$ cat config.mk
export PLATFORM = sky130hd
export DESIGN_NAME = multiset_bag_table_top
export DESIGN_NICKNAME = d
export VERILOG_FILES = /design/src/msbt_pkg.sv /design/src/multiset_bag_table_top.sv
export SDC_FILE = /design/constraint.sdc
export NUM_CORES = 2
export LEC_CHECK = 0
export BUFFER_PORTS_ARGS = -buffer_cell sky130_fd_sc_hd__buf_2
export CAP_MARGIN = 20
export CORE_AREA = 2 2 465 467
export DETAILED_ROUTE_END_ITERATION = 7
export DIE_AREA = 0 0 467 469
export HOLD_SLACK_MARGIN = 0.15
export PLACE_DENSITY = 0.56
export SETUP_SLACK_MARGIN = 0.4
export SLEW_MARGIN = 20
export SYNTH_ARGS = -nofsm -noshare
export SYNTH_HDL_FRONTEND = slang
export SYNTH_SLANG_ARGS = --single-unit
$ cat constraint.sdc
create_clock -name aclk -period 8.1 [get_ports aclk]
set_input_delay 0.405 -clock aclk [delete_from_list [all_inputs] [get_ports aclk]]
set_output_delay 0.405 -clock aclk [all_outputs]
set_load 0.03 [all_outputs]
$ cat src/msbt_pkg.sv
`default_nettype none

package msbt_pkg;

    // Store geometry.
    localparam int STORE_DEPTH = 64;
    localparam int ITEM_WIDTH  = 32;
    localparam int ADDR_W      = $clog2(STORE_DEPTH);
    localparam int CNT_W       = $clog2(STORE_DEPTH + 1);

    // Fixed port widths.
    localparam int OP_W        = 2;
    localparam int IN_ITEM_W   = 32;
    localparam int OUT_CNT_W   = 7;

    // Operation codes carried by the input word.
    typedef enum logic [OP_W-1:0] {
        OP_ADD    = 2'd0,
        OP_REMOVE = 2'd1,
        OP_COUNT  = 2'd2,
        OP_CLEAR  = 2'd3
    } op_t;

    // Sequencer states.
    typedef enum logic [2:0] {
        ST_IDLE,
        ST_SCAN,
        ST_FETCH,
        ST_MOVE,
        ST_DONE
    } state_t;

endpackage

`default_nettype wire

$ cat src/multiset_bag_table_top.sv
`default_nettype none

// Bag of items held in a single-port-write, single-port-read synchronous RAM.
// Add and clear go straight to the result; count scans every stored entry;
// remove scans from the newest entry down and moves the newest entry into the hole.
// One word is handled at a time; the RAM scan makes one compare per cycle.
// A new word is taken while the previous result still waits on the output.
// Synchronous active-low reset empties the bag; RAM contents are not cleared.
module multiset_bag_table_top (
    input  wire logic                               aclk,
    input  wire logic                               aresetn,
    input  wire logic                               s_valid,
    output logic                                    s_ready,
    input  wire logic [msbt_pkg::OP_W-1:0]          s_operation,
    input  wire logic [msbt_pkg::IN_ITEM_W-1:0]     s_item_value,
    output logic                                    m_valid,
    input  wire logic                               m_ready,
    output logic                                    m_success,
    output logic [msbt_pkg::OUT_CNT_W-1:0]          m_occurrences,
    output logic [msbt_pkg::OUT_CNT_W-1:0]          m_current_size,
    output logic                                    m_full_res
);
    import msbt_pkg::*;

    // Item storage with a registered read.
    logic [ITEM_WIDTH-1:0] mem [STORE_DEPTH];
    logic [ITEM_WIDTH-1:0] rd_data_reg;
    logic                  rd_en;
    logic [ADDR_W-1:0]     rd_addr;
    logic                  wr_en;
    logic [ADDR_W-1:0]     wr_addr;
    logic [ITEM_WIDTH-1:0] wr_data;

    // Control and working registers.
    state_t                state_reg, state_next;
    op_t                   op_reg, op_next;
    logic [ITEM_WIDTH-1:0] item_reg, item_next;
    logic [CNT_W-1:0]      count_reg, count_next;
    logic [ADDR_W-1:0]     addr_reg, addr_next;
    logic [CNT_W-1:0]      left_reg, left_next;
    logic                  pend_reg, pend_next;
    logic [ADDR_W-1:0]     pend_addr_reg, pend_addr_next;
    logic [ADDR_W-1:0]     hit_reg, hit_next;
    logic [CNT_W-1:0]      occ_reg, occ_next;
    logic                  succ_reg, succ_next;
    logic                  full_reg, full_next;

    // Output register.
    logic                  m_valid_reg, m_valid_next;
    logic                  m_success_reg, m_success_next;
    logic [CNT_W-1:0]      m_occ_reg, m_occ_next;
    logic [CNT_W-1:0]      m_size_reg, m_size_next;
    logic                  m_full_reg, m_full_next;

    logic                  accept;
    logic                  out_free;
    logic                  match;
    logic [CNT_W-1:0]      count_dec;

    assign accept    = s_valid && s_ready;
    assign out_free  = !m_valid_reg || m_ready;
    assign match     = (rd_data_reg == item_reg);
    assign count_dec = count_reg - CNT_W'(1);

    // RAM write and registered read.
    always_ff @(posedge aclk) begin
        if (wr_en) begin
            mem[wr_addr] <= wr_data;
        end
        if (rd_en) begin
            rd_data_reg <= mem[rd_addr];
        end
    end

    // Next-state logic.
    always_comb begin
        state_next = state_reg;
        case (state_reg)
            ST_IDLE: begin
                if (accept) begin
                    if (op_t'(s_operation) inside {OP_REMOVE, OP_COUNT}) begin
                        state_next = ST_SCAN;
                    end else begin
                        state_next = ST_DONE;
                    end
                end
            end
            ST_SCAN: begin
                if (pend_reg && match && op_reg == OP_REMOVE) begin
                    state_next = ST_FETCH;
                end else if (left_reg == '0 && !pend_reg) begin
                    state_next = ST_DONE;
                end
            end
            ST_FETCH: state_next = ST_MOVE;
            ST_MOVE:  state_next = ST_DONE;
            ST_DONE: begin
                if (out_free) begin
                    state_next = ST_IDLE;
                end
            end
            default:  state_next = ST_IDLE;
        endcase
    end

    // Datapath and RAM control.
    always_comb begin
        op_next        = op_reg;
        item_next      = item_reg;
        count_next     = count_reg;
        addr_next      = addr_reg;
        left_next      = left_reg;
        pend_next      = 1'b0;
        pend_addr_next = pend_addr_reg;
        hit_next       = hit_reg;
        occ_next       = occ_reg;
        succ_next      = succ_reg;
        full_next      = full_reg;
        m_valid_next   = m_valid_reg && !m_ready;
        m_success_next = m_success_reg;
        m_occ_next     = m_occ_reg;
        m_size_next    = m_size_reg;
        m_full_next    = m_full_reg;
        rd_en          = 1'b0;
        rd_addr        = addr_reg;
        wr_en          = 1'b0;
        wr_addr        = count_reg[ADDR_W-1:0];
        wr_data        = s_item_value[ITEM_WIDTH-1:0];
        s_ready        = (state_reg == ST_IDLE);

        case (state_reg)
            ST_IDLE: begin
                if (accept) begin
                    op_next   = op_t'(s_operation);
                    item_next = s_item_value[ITEM_WIDTH-1:0];
                    occ_next  = '0;
                    succ_next = 1'b0;
                    full_next = 1'b0;
                    left_next = count_reg;
                    case (op_t'(s_operation))
                        OP_ADD: begin
                            if (count_reg < CNT_W'(STORE_DEPTH)) begin
                                wr_en      = 1'b1;
                                count_next = count_reg + CNT_W'(1);
                                succ_next  = 1'b1;
                            end else begin
                                full_next  = 1'b1;
                            end
                        end
                        // Remove scans from the newest entry down.
                        OP_REMOVE: addr_next = count_dec[ADDR_W-1:0];
                        OP_COUNT:  addr_next = '0;
                        OP_CLEAR: begin
                            count_next = '0;
                            succ_next  = 1'b1;
                        end
                        default: ;
                    endcase
                end
            end
            ST_SCAN: begin
                // Issue the next read while comparing the previous one.
                if (left_reg != '0) begin
                    rd_en          = 1'b1;
                    pend_next      = 1'b1;
                    pend_addr_next = addr_reg;
                    left_next      = left_reg - CNT_W'(1);
                    if (op_reg == OP_REMOVE) begin
                        addr_next = addr_reg - ADDR_W'(1);
                    end else begin
                        addr_next = addr_reg + ADDR_W'(1);
                    end
                end
                if (pend_reg && match) begin
                    if (op_reg == OP_REMOVE) begin
                        hit_next  = pend_addr_reg;
                        succ_next = 1'b1;
                        pend_next = 1'b0;
                    end else begin
                        occ_next  = occ_reg + CNT_W'(1);
                        succ_next = 1'b1;
                    end
                end
            end
            ST_FETCH: begin
                // Read the newest entry to fill the hole.
                rd_en   = 1'b1;
                rd_addr = count_dec[ADDR_W-1:0];
            end
            ST_MOVE: begin
                wr_en      = 1'b1;
                wr_addr    = hit_reg;
                wr_data    = rd_data_reg;
                count_next = count_dec;
            end
            ST_DONE: begin
                if (out_free) begin
                    m_valid_next   = 1'b1;
                    m_success_next = succ_reg;
                    m_occ_next     = occ_reg;
                    m_size_next    = count_reg;
                    m_full_next    = full_reg;
                end
            end
            default: ;
        endcase
    end

    // Register update.
    always_ff @(posedge aclk) begin
        if (!aresetn) begin
            state_reg   <= ST_IDLE;
            count_reg   <= '0;
            pend_reg    <= 1'b0;
            m_valid_reg <= 1'b0;
        end else begin
            state_reg   <= state_next;
            count_reg   <= count_next;
            pend_reg    <= pend_next;
            m_valid_reg <= m_valid_next;
        end
        op_reg        <= op_next;
        item_reg      <= item_next;
        addr_reg      <= addr_next;
        left_reg      <= left_next;
        pend_addr_reg <= pend_addr_next;
        hit_reg       <= hit_next;
        occ_reg       <= occ_next;
        succ_reg      <= succ_next;
        full_reg      <= full_next;
        m_success_reg <= m_success_next;
        m_occ_reg     <= m_occ_next;
        m_size_reg    <= m_size_next;
        m_full_reg    <= m_full_next;
    end

    // Output ports.
    assign m_valid        = m_valid_reg;
    assign m_success      = m_success_reg;
    assign m_occurrences  = OUT_CNT_W'(m_occ_reg);
    assign m_current_size = OUT_CNT_W'(m_size_reg);
    assign m_full_res     = m_full_reg;

endmodule

`default_nettype wire

==> summary.txt <==
Floorplan
  – Core area: 0.214 mm²
  – Initial core utilization: 38.8%
  – Total die area: 0.219 mm²
  – Die Height: between 400 and 500 µm
  – Die X: between 400 and 500 µm
  – IO Count: 56
  – Number of placement rows: 170

Detailed routing
  – Post-route ant nets: 0
  – Final wirelength: about 220000 µm
  – Initial DRC Count: between 4000 and 5000
  – Via Count: ~40000
  – Vias per inst: 5.73
  – DR WL/cell: 31.8 µm
  – Drt pass-1 iters: 8
  – DRC viols: 0

Critical path
  – Worst r2r src: state_reg[2]
  – Reg2reg end: rd_data_reg[23]
  – Worst Path Arrival: approximately 5500 ps
  – CP Launch Point: state_reg[2]
  – Crit path kind: reg2reg
  – CP required: 8800 ps
  – Crit start category: flip-flop
  – Crit path capture type: flip-flop
  – Worst R2R Path Depth: 9
  – Worst reg-to-reg setup slack: roughly 3300 ps
  – Crit path capture: rd_data_reg[23]
  – Worst-path fanout max: 68

Yosys
  – Synth Warn #: 0
  – Post-synthesis compound-gate area fraction: 2.58%
  – Simple-gate share of the synthesized area: about 2.5%
  – Post-Synth Adder-Cell Area: less than 1%
  – Share of synthesized registers carrying an async set or reset: 0%
  – Mapped Cells: 3718
  – Main synth FF type: edfxtp_1
  – Mapped Nets: 3770
  – Mux contribution to synthesized area: 14.0%
  – Seq/Total Area, Yosys: ~80%
  – Synth Cell Area: 0.0829 mm²
  – Post-synth EDFFs: 2164
  – Synth cell types: 64
  – Synthesis-stage register bit count: 2176
  – Avg Cell Area, Syn: around 22 µm²
  – Xor and xnor area share after synthesis: 0.549%
  – Main combinational cell family by area after synthesis: multiplexers

Timing
  – Final Hold Vio Count: 0
  – Final critical-path required period: between 4000 and 5000 ps
  – Setup TNS: 0 ps
  – Final setup viols: 0
  – Max Freq: 209 MHz
  – Final period util: about three fifths
  – Worst Tran Pin Value: 1100 ps
  – Slew headroom: 26.1%
  – Slew Viols, Final: 0
  – Unrepaired setup endpoints after global routing: no
  – Clock Skews: 25.0 ps

Global routing
  – Vias in the first global route: 40200
  – GR Util All Layers: between 20% and 30%
  – GRT overflow: 0
  – First-pass GRT wire length: 310000 µm
  – Pin count of the biggest net entering global routing: 117
  – Initial antenna violation count: 5

Place
  – IO buf count: 55
  – Routability cong.: about 0.85
  – Area after DPL: 0.0873 mm²
  – DP HPWL: 115000 µm

Finish
  – Fillers: 18000
  – Sequential Area: 0.0652 mm²
  – Fin util: 44.1%
  – Multi-input gate area: 0.0173 mm²
  – Nets: 4003
  – Largest register FFs: 2048
  – Design Area, Final: 0.0943 mm²
  – Fraction of layout cells with a size suffix above 1: 26.2%
  – Synth-to-layout area growth: 13.7%

Clock network
  – Cts repair resizes: 0
  – Worst skew pair latency: 850 ps
  – Sink Count: 2176
  – Post-CTS Setup Bufs: 0
  – Clock slew at reported path FFs: 60 ps
  – H-tree depth: 4
  – Max clock buf depth: 3
  – Root Buffer: clkbuf_16
  – Hold Buf Count CTS: 39
  – CTS Buf Count: between 200 and 250
  – CTS tree: yes

Run
  – MaxCap Viol Count: 0

Power and ir drop
  – Peak supply drop: between 200 and 300 µV
  – Cell leakage power: 29.0 nW
  – Pwr Total: 0.0239 W
  – Power density over the cells: ~250 mW/mm²

Run status
  – Status: complete, no violations

Worst hold path
  – Hold crit path type: in2reg
[worst min-delay path by stage]
stage          depth (start not counted)             start      endpoint  slack [ps]
5_1_grt                                2  s_item_value[14]  item_reg[14]         290
3_3_place_gp                           0  pend_addr_reg[2]    hit_reg[2]         400
2_1_floorplan                          0  pend_addr_reg[0]    hit_reg[0]         400
4_1_cts                                2  s_item_value[10]  item_reg[10]         250
6_report                               2  s_item_value[10]  item_reg[10]         300
3_5_place_dp                           0  pend_addr_reg[0]    hit_reg[0]         410
[worst max-delay path: stages, from the launching register on]
cell     delay, ps
dfxtp_1        550
or3b_1         670
nor2_1         150
a21oi_4        510
buf_12         500
buf_4          720
mux4_2         360
o22ai_1         80
or4_1          760
nor2_1         160
[final cells by class]
| type | count | area share [%] |
|---|---|---|
| Antenna cell | 4 | 0.0106 |
| Timing Repair Buffer | 205 | 1.77 |
| Clock inverter | 120 | 0.886 |
| Inverter | 15 | 0.0597 |
| Multi-Input combinational cell | 1340 | 18.4 |
| Tap cell | 2838 | 3.77 |
| Sequential cell | 2176 | 69.2 |
| Clock buffer | 272 | 5.98 |
[per-layer routing]
metal	part of all wire [%]	vias to the layer above	GRT usage, %	wire length (µm)
li1	-	16300	-	-
met4	2.3	0	5.06	5080
met3	7.4	293	3.81	16400
met2	50	1554	33.5	110000
met5	0	-	0	0
met1	41	21800	27.4	90300
[cell families (layout without fill, tap and decap cells)]
logic type,after synthesis,after routing
XOR/XNOR,52,52
AND/OR/NAND/NOR,425,425
flip-flops,2176,2176
AO/OA/AOI/OAI,336,336
multiplexers,513,513
buffers and inverters,202,612
adder cells (fa/ha/maj),14,14
other,0,4
[layout by cell type (no fill, tap or decap), types with 9 or more instances in the layout]
cell type / count
nor2_1: 60
buf_12: 12
nand2_4: 29
buf_4: 98
nand3b_1: 11
clkinv_1: 56
clkbuf_16: 217
mux4_1: 10
clkbuf_1: 55
o22ai_1: 260
nor2_4: 64
edfxtp_1: 2164
clkinv_2: 41
o21ai_0: 19
buf_2: 55
nand3_1: 13
dfxtp_1: 12
nand2_1: 118
inv_1: 14
o21ai_4: 13
mux4_2: 502
a21oi_1: 9
xnor2_1: 17
ha_1: 13
dlygate4sd3_1: 39
xor2_1: 35
or4_1: 64
[synth_stat cells (all sizes together), types with 10 or more instances]
cell / number / area [µm²]
inv: 15 / 56.3
nand2: 155 / 582
dfxtp: 12 / 240
nand3: 13 / 65.1
ha: 13 / 163
a21oi: 10 / 53.8
clkbuf: 45 / 173
xnor2: 17 / 149
mux4: 512 / 11600
o22ai: 260 / 1630
edfxtp: 2164 / 65000
nor2: 125 / 469
or4: 65 / 492
buf: 142 / 1070
nor3: 10 / 55.1
xor2: 35 / 307
nor4: 10 / 68.8
o21ai: 34 / 185
nand3b: 11 / 82.6
[through the flow]
stage               cells  hold slack [ps]  worst slack (ps)
floorplan            3718              400              4600
global placement     6531              403              3380
detailed placement   6535              406              3330
CTS                  6966              247              3310
global route         6966              288              2980
finish               6970              302              3320
[power by group]
group | internal [W] | switching [W]
registers | 0.0125 | 0.0000638
clock network | 0.00515 | 0.00414
logic | 0.000833 | 0.00123
No activity file was read; power rests on OpenSTA's default activity.
